==> src/hdl/irc_pkg.sv <==
`timescale 1ns / 1ps
`default_nettype none

package irc_pkg;

  localparam int SEGMENT_DEPTH = 64;
  localparam int SEG_AW = (SEGMENT_DEPTH > 1) ? $clog2(SEGMENT_DEPTH) : 1;
  localparam int SEG_W = 18;

  localparam logic [15:0] HALF_PERIOD_RESET = 16'd13;

  localparam logic [1:0] FUNC_WRITE = 2'd0;
  localparam logic [1:0] FUNC_START = 2'd1;
  localparam logic [1:0] FUNC_TICK  = 2'd2;

  typedef enum logic [1:0] {
    ST_IDLE = 2'b01,
    ST_RUN  = 2'b10
  } state_t;

endpackage

`default_nettype wire

==> src/hdl/irc_ram.sv <==
`timescale 1ns / 1ps
`default_nettype none

module irc_ram #(
  parameter int WIDTH = 18,
  parameter int DEPTH = 64
) (
  input  wire logic                                   clk,
  input  wire logic                                   wr_en,
  input  wire logic [((DEPTH > 1) ? $clog2(DEPTH) : 1)-1:0] wr_addr,
  input  wire logic [WIDTH-1:0]                       wr_data,
  input  wire logic                                   rd_en,
  input  wire logic [((DEPTH > 1) ? $clog2(DEPTH) : 1)-1:0] rd_addr,
  output logic      [WIDTH-1:0]                       rd_data
);

  logic [WIDTH-1:0] mem [DEPTH];

  always_ff @(posedge clk) begin
    if (wr_en) begin
      mem[wr_addr] <= wr_data;
    end
    if (rd_en) begin
      rd_data <= mem[rd_addr];
    end
  end

endmodule

`default_nettype wire

==> src/hdl/ir_carrier_burst_transmitter.sv <==
// ir carrier burst transmitter
// the accepted item is held in the run state, and the result strobe is registered from that state
// busy stays high in the run state, so no new item is accepted until the state is idle again
// results go out for one cycle each; the receiver cannot stall
// reset (rst_n low, synchronous) stops sending, clears counters, half period = 13;
// the segment memory is not cleared
`timescale 1ns / 1ps
`default_nettype none

module ir_carrier_burst_transmitter
  import irc_pkg::*;
(
  input  wire logic        clk,
  input  wire logic        rst_n,
  input  wire logic        start,
  output logic             busy,
  input  wire logic [1:0]  in_func,
  input  wire logic [5:0]  in_segment_index,
  input  wire logic        in_segment_level,
  input  wire logic [15:0] in_segment_cycles,
  input  wire logic        in_segment_is_last,
  input  wire logic [15:0] in_repeat_count,
  output logic             out_strobe,
  output logic             out_emitter_pin,
  output logic             out_busy_res,
  output logic             out_done_res,
  output logic             out_rejected,
  input  wire logic        cfg_valid,
  output logic             cfg_ready,
  input  wire logic [15:0] cfg_half_period_ticks
);

  state_t state_r, state_nxt;

  logic [1:0]  func_r;
  logic [5:0]  idx_r;
  logic        lvl_r;
  logic [15:0] cyc_r;
  logic        last_r;
  logic [15:0] reps_r;

  logic [15:0]       hp_r;
  logic [SEG_AW-1:0] pos_r, pos_nxt;
  logic [15:0]       cd_r, cd_nxt;
  logic [15:0]       tih_r, tih_nxt;
  logic              low_r, low_nxt;
  logic [15:0]       rl_r, rl_nxt;
  logic              send_r, send_nxt;

  logic strobe_r, strobe_nxt;
  logic pin_r, pin_nxt;
  logic bres_r, bres_nxt;
  logic done_r, done_nxt;
  logic rej_r, rej_nxt;

  logic              accept;
  logic              wr_en;
  logic [SEG_W-1:0]  rd_data;
  logic [31:0]       idx_ext;
  logic              idx_ok;
  logic [31:0]       pos_inc;
  logic [15:0]       hp_eff;
  logic [16:0]       tih_sum;
  logic [15:0]       cd_inc;
  logic [15:0]       rl_dec;
  logic              e_lvl;
  logic [15:0]       e_cyc;
  logic              e_last;

  assign busy      = (state_r != ST_IDLE);
  assign accept    = start && !busy;
  assign cfg_ready = 1'b1;

  assign idx_ext = 32'(idx_r);
  assign idx_ok  = idx_ext < 32'(SEGMENT_DEPTH);
  assign pos_inc = 32'(pos_r) + 32'd1;
  assign hp_eff  = (hp_r == 16'd0) ? 16'd1 : hp_r;
  assign tih_sum = {1'b0, tih_r} + 17'd1;
  assign cd_inc  = cd_r + 16'd1;
  assign rl_dec  = rl_r - 16'd1;
  assign e_lvl   = rd_data[0];
  assign e_cyc   = rd_data[16:1];
  assign e_last  = rd_data[17];

  assign wr_en = (state_r == ST_RUN) && (func_r == FUNC_WRITE) && !send_r
                 && (cyc_r != 16'd0) && idx_ok;

  irc_ram #(
    .WIDTH (SEG_W),
    .DEPTH (SEGMENT_DEPTH)
  ) u_seg_ram (
    .clk     (clk),
    .wr_en   (wr_en),
    .wr_addr (idx_ext[SEG_AW-1:0]),
    .wr_data ({last_r, cyc_r, lvl_r}),
    .rd_en   (accept),
    .rd_addr (pos_r),
    .rd_data (rd_data)
  );

  always_comb begin
    state_nxt  = state_r;
    pos_nxt    = pos_r;
    cd_nxt     = cd_r;
    tih_nxt    = tih_r;
    low_nxt    = low_r;
    rl_nxt     = rl_r;
    send_nxt   = send_r;
    strobe_nxt = 1'b0;
    pin_nxt    = pin_r;
    bres_nxt   = bres_r;
    done_nxt   = done_r;
    rej_nxt    = rej_r;
    unique case (state_r)
      ST_IDLE: begin
        if (accept) begin
          state_nxt = ST_RUN;
        end
      end
      ST_RUN: begin
        state_nxt  = ST_IDLE;
        strobe_nxt = 1'b1;
        pin_nxt    = 1'b0;
        done_nxt   = 1'b0;
        rej_nxt    = 1'b0;
        if (func_r == FUNC_WRITE) begin
          rej_nxt = send_r || (cyc_r == 16'd0) || !idx_ok;
        end else if (func_r == FUNC_START) begin
          if (send_r) begin
            rej_nxt = 1'b1;
          end else begin
            pos_nxt  = '0;
            cd_nxt   = '0;
            tih_nxt  = '0;
            low_nxt  = 1'b0;
            rl_nxt   = reps_r;
            send_nxt = (reps_r != 16'd0);
          end
        end else if (func_r == FUNC_TICK && send_r) begin
          pin_nxt = e_lvl && !low_r;
          tih_nxt = tih_sum[15:0];
          if (tih_sum >= {1'b0, hp_eff}) begin
            tih_nxt = '0;
            if (!low_r) begin
              low_nxt = 1'b1;
            end else begin
              low_nxt = 1'b0;
              cd_nxt  = cd_inc;
              if (cd_inc >= e_cyc) begin
                cd_nxt = '0;
                if (e_last) begin
                  pos_nxt = '0;
                  rl_nxt  = rl_dec;
                  if (rl_dec == 16'd0) begin
                    send_nxt = 1'b0;
                    done_nxt = 1'b1;
                  end
                end else if (pos_inc == 32'(SEGMENT_DEPTH)) begin
                  pos_nxt = '0;
                end else begin
                  pos_nxt = pos_inc[SEG_AW-1:0];
                end
              end
            end
          end
        end
        bres_nxt = send_nxt;
      end
      default: begin
        state_nxt = ST_IDLE;
      end
    endcase
  end

  always_ff @(posedge clk) begin
    if (!rst_n) begin
      state_r  <= ST_IDLE;
      hp_r     <= HALF_PERIOD_RESET;
      pos_r    <= '0;
      cd_r     <= '0;
      tih_r    <= '0;
      low_r    <= 1'b0;
      rl_r     <= '0;
      send_r   <= 1'b0;
      strobe_r <= 1'b0;
    end else begin
      state_r  <= state_nxt;
      pos_r    <= pos_nxt;
      cd_r     <= cd_nxt;
      tih_r    <= tih_nxt;
      low_r    <= low_nxt;
      rl_r     <= rl_nxt;
      send_r   <= send_nxt;
      strobe_r <= strobe_nxt;
      if (cfg_valid && cfg_ready) begin
        hp_r <= cfg_half_period_ticks;
      end
    end
  end

  always_ff @(posedge clk) begin
    if (accept) begin
      func_r <= in_func;
      idx_r  <= in_segment_index;
      lvl_r  <= in_segment_level;
      cyc_r  <= in_segment_cycles;
      last_r <= in_segment_is_last;
      reps_r <= in_repeat_count;
    end
    pin_r  <= pin_nxt;
    bres_r <= bres_nxt;
    done_r <= done_nxt;
    rej_r  <= rej_nxt;
  end

  assign out_strobe      = strobe_r;
  assign out_emitter_pin = pin_r;
  assign out_busy_res    = bres_r;
  assign out_done_res    = done_r;
  assign out_rejected    = rej_r;

`ifndef NO_ASSERTIONS
  a_run_gives_result: assert property (@(posedge clk) disable iff (!rst_n)
    state_r == ST_RUN |=> out_strobe)
    else $error("processing cycle without result strobe");

  a_accept_sets_busy: assert property (@(posedge clk) disable iff (!rst_n)
    accept |=> busy)
    else $error("accepted item did not raise busy");

  a_done_ends_send: assert property (@(posedge clk) disable iff (!rst_n)
    out_strobe && out_done_res |-> !out_busy_res && !send_r)
    else $error("done reported while still sending");

  a_write_only_idle: assert property (@(posedge clk) disable iff (!rst_n)
    wr_en |-> state_r == ST_RUN && func_r == FUNC_WRITE && !send_r)
    else $error("segment memory written outside a segment write");
`endif

endmodule

`default_nettype wire
==> config.mk <==
export PLATFORM = sky130hd
export DESIGN_NAME = ir_carrier_burst_transmitter
export DESIGN_NICKNAME = d
export VERILOG_FILES = /design/src/hdl/irc_pkg.sv /design/src/hdl/irc_ram.sv /design/src/hdl/ir_carrier_burst_transmitter.sv
export SDC_FILE = /design/constraint.sdc
export NUM_CORES = 1
export LEC_CHECK = 0
export ABC_CLOCK_PERIOD_IN_PS = 3950
export BUFFER_PORTS_ARGS = -buffer_cell sky130_fd_sc_hd__buf_2
export CORE_ASPECT_RATIO = 0.6
export CORE_MARGIN = 3
export CORE_UTILIZATION = 55
export CTS_CLUSTER_DIAMETER = 120
export DETAILED_ROUTE_END_ITERATION = 16
export GPL_ROUTABILITY_DRIVEN = 0
export PLACE_DENSITY = 0.71
export SETUP_SLACK_MARGIN = 0.1
export SLEW_MARGIN = 40
export SYNTH_ARGS = -nofsm -noshare
export SYNTH_HDL_FRONTEND = slang
export SYNTH_SLANG_ARGS = --single-unit
==> constraint.sdc <==
create_clock -name clk -period 3.95 [get_ports clk]
set_input_delay 0 -clock clk [delete_from_list [all_inputs] [get_ports clk]]
set_output_delay 0 -clock clk [all_outputs]
set_load 0.01 [all_outputs]
==> run summary <==
The tools report the final worst clock skew as 25.37 ps. The run gives 90720 um2 as the floorplan core area. The class of the most critical hold timing path is in -> reg.

Clock tree synthesis inserted a total of 110 buffers. Dominant combinational cell family by area after synthesis: multiplexers. The root buffer cell chosen for the clock tree is sky130_fd_sc_hd__clkbuf_16. Summing all placed instances gives a cell area of 53680 um2. The signal on the critical path passes through nand3_1, nor2_2, and3_1, nand3_1, xnor2_1, ha_1, a21oi_1, nand2_1, a221oi_2, o2111a_2, buf_4, nand2_1, or3_1, a21oi_1. For the count of final max-slew check failures, the log shows 0. The initial antenna violation count was 11. The clock transition at the register clock pins on the worst setup and hold paths after CTS is 70 ps, and the number of global-route vias before repair is 26.11k. The relative max-transition margin came out at 0.4677.

The flow ran to the end, and the final reports show no timing, DRC or antenna violations. The number of nets handed over by synthesis was 2527. In the post-synthesis netlist, the biggest area contributors are sky130_fd_sc_hd__edfxtp_1, sky130_fd_sc_hd__mux4_2, sky130_fd_sc_hd__dfxtp_1, sky130_fd_sc_hd__ha_1, sky130_fd_sc_hd__nor2_1. Worst path required time: 4580 ps. The kind of capture point of the worst setup path was a flip-flop. With fillers left out, the area of the finished cells amounts to 58350 um2.

The logs give 1291 for the clock sink count and 18.07 nW for the leakage dissipation. The area growth from synthesis to layout was 14.57%; the period utilization was 0.9380. The predominant post-synthesis flop cell was sky130_fd_sc_hd__edfxtp_1. Synthesis inferred 1291 register bits.

Synthesized-area fraction occupied by adder cells: 0.009090. The first detailed-routing pass ran for 5 iterations. The measured slew at the worst slew-check pin was 798.5 ps; the HPWL reported at the end of detailed placement was 70580 um. Broken down by cell family, the worst path's largest delay share belongs to simple AND/OR/NAND/NOR gates. The fraction of synthesized cell area taken by the top area cell type came out at 0.7170. In the final design database the tool counted 2828 nets. For this block, the initial DRC count from the detailed router was 4166. For this block, the routed nets add up to 122800 um of wire. The largest total area in the synthesized netlist belongs to sky130_fd_sc_hd__edfxtp_1. By startpoint and endpoint, the worst setup path is classified as reg -> reg. The H-tree was split into 3 levels.

Setup repair after global routing could not meet its margin everywhere. For the worst hold margin, the log shows 53.09 ps. After detailed routing, the number of remaining DRC violations is 0. Across the run, the number of max-cap violations was 0. The first global-routing pass estimated 179600 um of wire. For this design the top-level I/O count stands at 69. The overall die height works out to 241.7 um. Counting tap cells, the placed design contains a total of 3720 instances. The count of vias placed by the detailed router came out at 26.49k. The logs give 0 for the total number of yosys warnings and 4340 ps for the data arrival time of the critical path.

The worst setup path is launched from a flip-flop. The initialized floorplan defines 85 standard-cell rows. For this run, the number of standard cells in the final layout without fillers is 4040.

TritonCTS built the clock tree. The utilization of the core after routing is 0.6432. The sum of buffers and inverters on the critical path was 1; the final count of hold timing violations was 0. After filler insertion, the fill cell instance count of the layout stands at 5842. The async set-reset flop share out of synthesis works out to 0. For the leftover overflow at the end of global routing, the log shows 0. Complex-gate fraction of the synthesized area: 0.02005. Detailed-route vias per instance: 6.556. For the clock insertion delay at the later pin of the skew report, the log shows 720 ps. In this run, synthesis inferred 1216 flip-flops with an integrated enable. Of all nets on the critical path, the largest fanout is 16. Counting distinct cell types in the post-synthesis netlist gives 73.

VDD sags by at most 518.3 uV. The parity-gate share of the synthesized area counting xor and xnor cells works out to 0.004643. For the overall global routing resource usage, the log shows 0.2574. Entering global routing, the biggest net connects 65 pins. The average detailed-routed wire length per instance was 30.40 um. Effective utilization at floorplan: 0.5614. The proportion of layout cells with a drive suffix above 1 was 0.3017. Multiplexer share of the synthesized area: 0.1705.

The die covers 96410 um2. The post-synthesis cell area is 50930 um2, and the post-synthesis sequential area ratio is 0.7465. The slowest cell on the critical path was sky130_fd_sc_hd__dfxtp_1. Counting I/O delays and the setup requirement, the final critical path takes 3705 ps. The share of synthesized cell area in and, or, nand and nor gates came out at 0.03449.

Setup violations remaining at the end of the flow were counted as 0. Port buffering added 67 buffers. In this run the power density over the cells is 445.2 nW/um2.

A synthesized cell averages 20.98 um2. Synthesis produced a netlist whose cell count is 2428. The count of nets left with antenna violations once routing finished came out at 0. The width of the die is 398.9 um.

No sink is reached through more buffers than the 3 on the longest clock path. For this run, the top clock speed supported by timing is 269.9 MHz. In this design, the stage delay of the slowest critical-path cell is 410 ps.
metal layers:
layer  wire (um)  track usage  vias up  share of wire
met2       55690       0.3724     1715           0.45
met1       48860       0.3949    13823           0.40
li1            -            -    10744              -
met3       15510      0.07230      206           0.13
met4        2732      0.06020        0          0.022
met5           0            0        -              0
synthesized netlist by cell type (all sizes together), types with 10 or more instances:
cell	number
edfxtp	1216
dfxtp	75
nor3	19
xnor2	15
nor2	121
nor4	16
xor2	12
o21ai	28
nand2	75
inv	44
and3	10
buf	60
a31oi	11
nand4	16
nand3	54
mux4	378
clkbuf	69
a21oi	38
mux2i	17
ha	37
power by group:
group | leakage (nW) | internal (mW) | switching, mW
registers | 11.6 | 15.0 | 0.0429
logic | 4.85 | 0.167 | 0.401
clock network | 1.65 | 5.49 | 4.85
total | 18.1 | 20.7 | 5.29
logic make-up after synthesis:
family | count (synthesis)
XOR/XNOR | 27
other | 1
AND/OR/NAND/NOR | 358
multiplexers | 395
buffers and inverters | 173
flip-flops | 1291
AO/OA/AOI/OAI | 146
adder cells (fa/ha/maj) | 37
path summary, 6_finish.rpt:
check                                            from  slack (ps)  depth (start not counted)                     end
worst max-delay path            tih_r[2]$_SDFFE_PN0P_         250                         14  tih_r[15]$_SDFFE_PN0P_
worst max register to register  tih_r[2]$_SDFFE_PN0P_         250                         14  tih_r[15]$_SDFFE_PN0P_
worst min register to register   cd_r[1]$_SDFFE_PN0P_         500                          2    cd_r[1]$_SDFFE_PN0P_
worst min-delay path              in_segment_index[4]          50                          2      idx_r[4]$_DFFE_PP_
what timing repair did:
action / 4_1_cts / 5_1_grt
pin swaps: 0 / 5
endpoints found under the hold margin: 87 / 0
resized for setup: 4 / 26
hold buffers: 110 / 0
setup endpoints to repair: 15 / 45
setup buffers: 0 / 5
flip-flops by register name, summed over array words and instances (netlist names), 2 cells and up:
signal             count
reps_r                16
rl_r                  16
cyc_r                 16
state_r                2
cd_r                  16
hp_r                  16
tih_r                 16
func_r                 2
idx_r                  6
u_seg_ram.rd_data     18
pos_r                  6
u_seg_ram.mem       1152
cell type report:
| type | count | area, um2 | area share |
|---|---|---|---|
| well taps | 1218 | 1524 | 0.02612 |
| inverters | 44 | 165.2 | 0.002831 |
| clock inverters | 67 | 515.5 | 0.008835 |
| clock buffers | 137 | 2854 | 0.04891 |
| multi-input cells | 964 | 12480 | 0.2139 |
| diodes | 1 | 2.502 | 0.00004289 |
| flip-flops and latches | 1291 | 38040 | 0.6519 |
| repair buffers | 318 | 2774 | 0.04754 |
through the flow:
step / power [mW] / setup slack (ps) / TNS [ps]
after floorplan: 15.60 / 373.4 / 0
after global placement: 15.79 / 193.1 / 0
after detailed placement: 15.83 / 15.77 / 0
after CTS: 26.09 / 105.3 / 0
after global routing: 26.73 / -31.92 / -98.02
final: 25.98 / 245.0 / 0
cell usage in the layout (no fill, tap or decap), types with 24 or more instances in the layout:
cell type                       synthesis  layout
sky130_fd_sc_hd__dfxtp_1               75      68
sky130_fd_sc_hd__buf_2                 28      67
sky130_fd_sc_hd__o21ai_0               24      24
sky130_fd_sc_hd__nand2_1               75      75
sky130_fd_sc_hd__buf_4                 13     118
sky130_fd_sc_hd__nand3_1               54      51
sky130_fd_sc_hd__inv_1                 44      44
sky130_fd_sc_hd__mux4_2               378     378
sky130_fd_sc_hd__nor2_2                 0      68
sky130_fd_sc_hd__ha_1                  37      36
sky130_fd_sc_hd__nor2_1               121      51
sky130_fd_sc_hd__clkinv_2               0      25
sky130_fd_sc_hd__a21oi_1               38      37
sky130_fd_sc_hd__dlygate4sd3_1          0     110
sky130_fd_sc_hd__clkbuf_16              0     110
sky130_fd_sc_hd__edfxtp_1            1216    1216
sky130_fd_sc_hd__clkbuf_1              69      27
worst register-to-register path, cell delays in order, from the launching register on:
cell	delay, ps
sky130_fd_sc_hd__dfxtp_1	410
sky130_fd_sc_hd__nand3_1	220
sky130_fd_sc_hd__nor2_2	240
sky130_fd_sc_hd__and3_1	230
sky130_fd_sc_hd__nand3_1	130
sky130_fd_sc_hd__xnor2_1	280
sky130_fd_sc_hd__ha_1	340
sky130_fd_sc_hd__a21oi_1	160
sky130_fd_sc_hd__nand2_1	80
sky130_fd_sc_hd__a221oi_2	360
sky130_fd_sc_hd__o2111a_2	370
sky130_fd_sc_hd__buf_4	270
sky130_fd_sc_hd__nand2_1	90
sky130_fd_sc_hd__or3_1	310
sky130_fd_sc_hd__a21oi_1	140
Note: power is estimated with default switching activity, not from simulation.
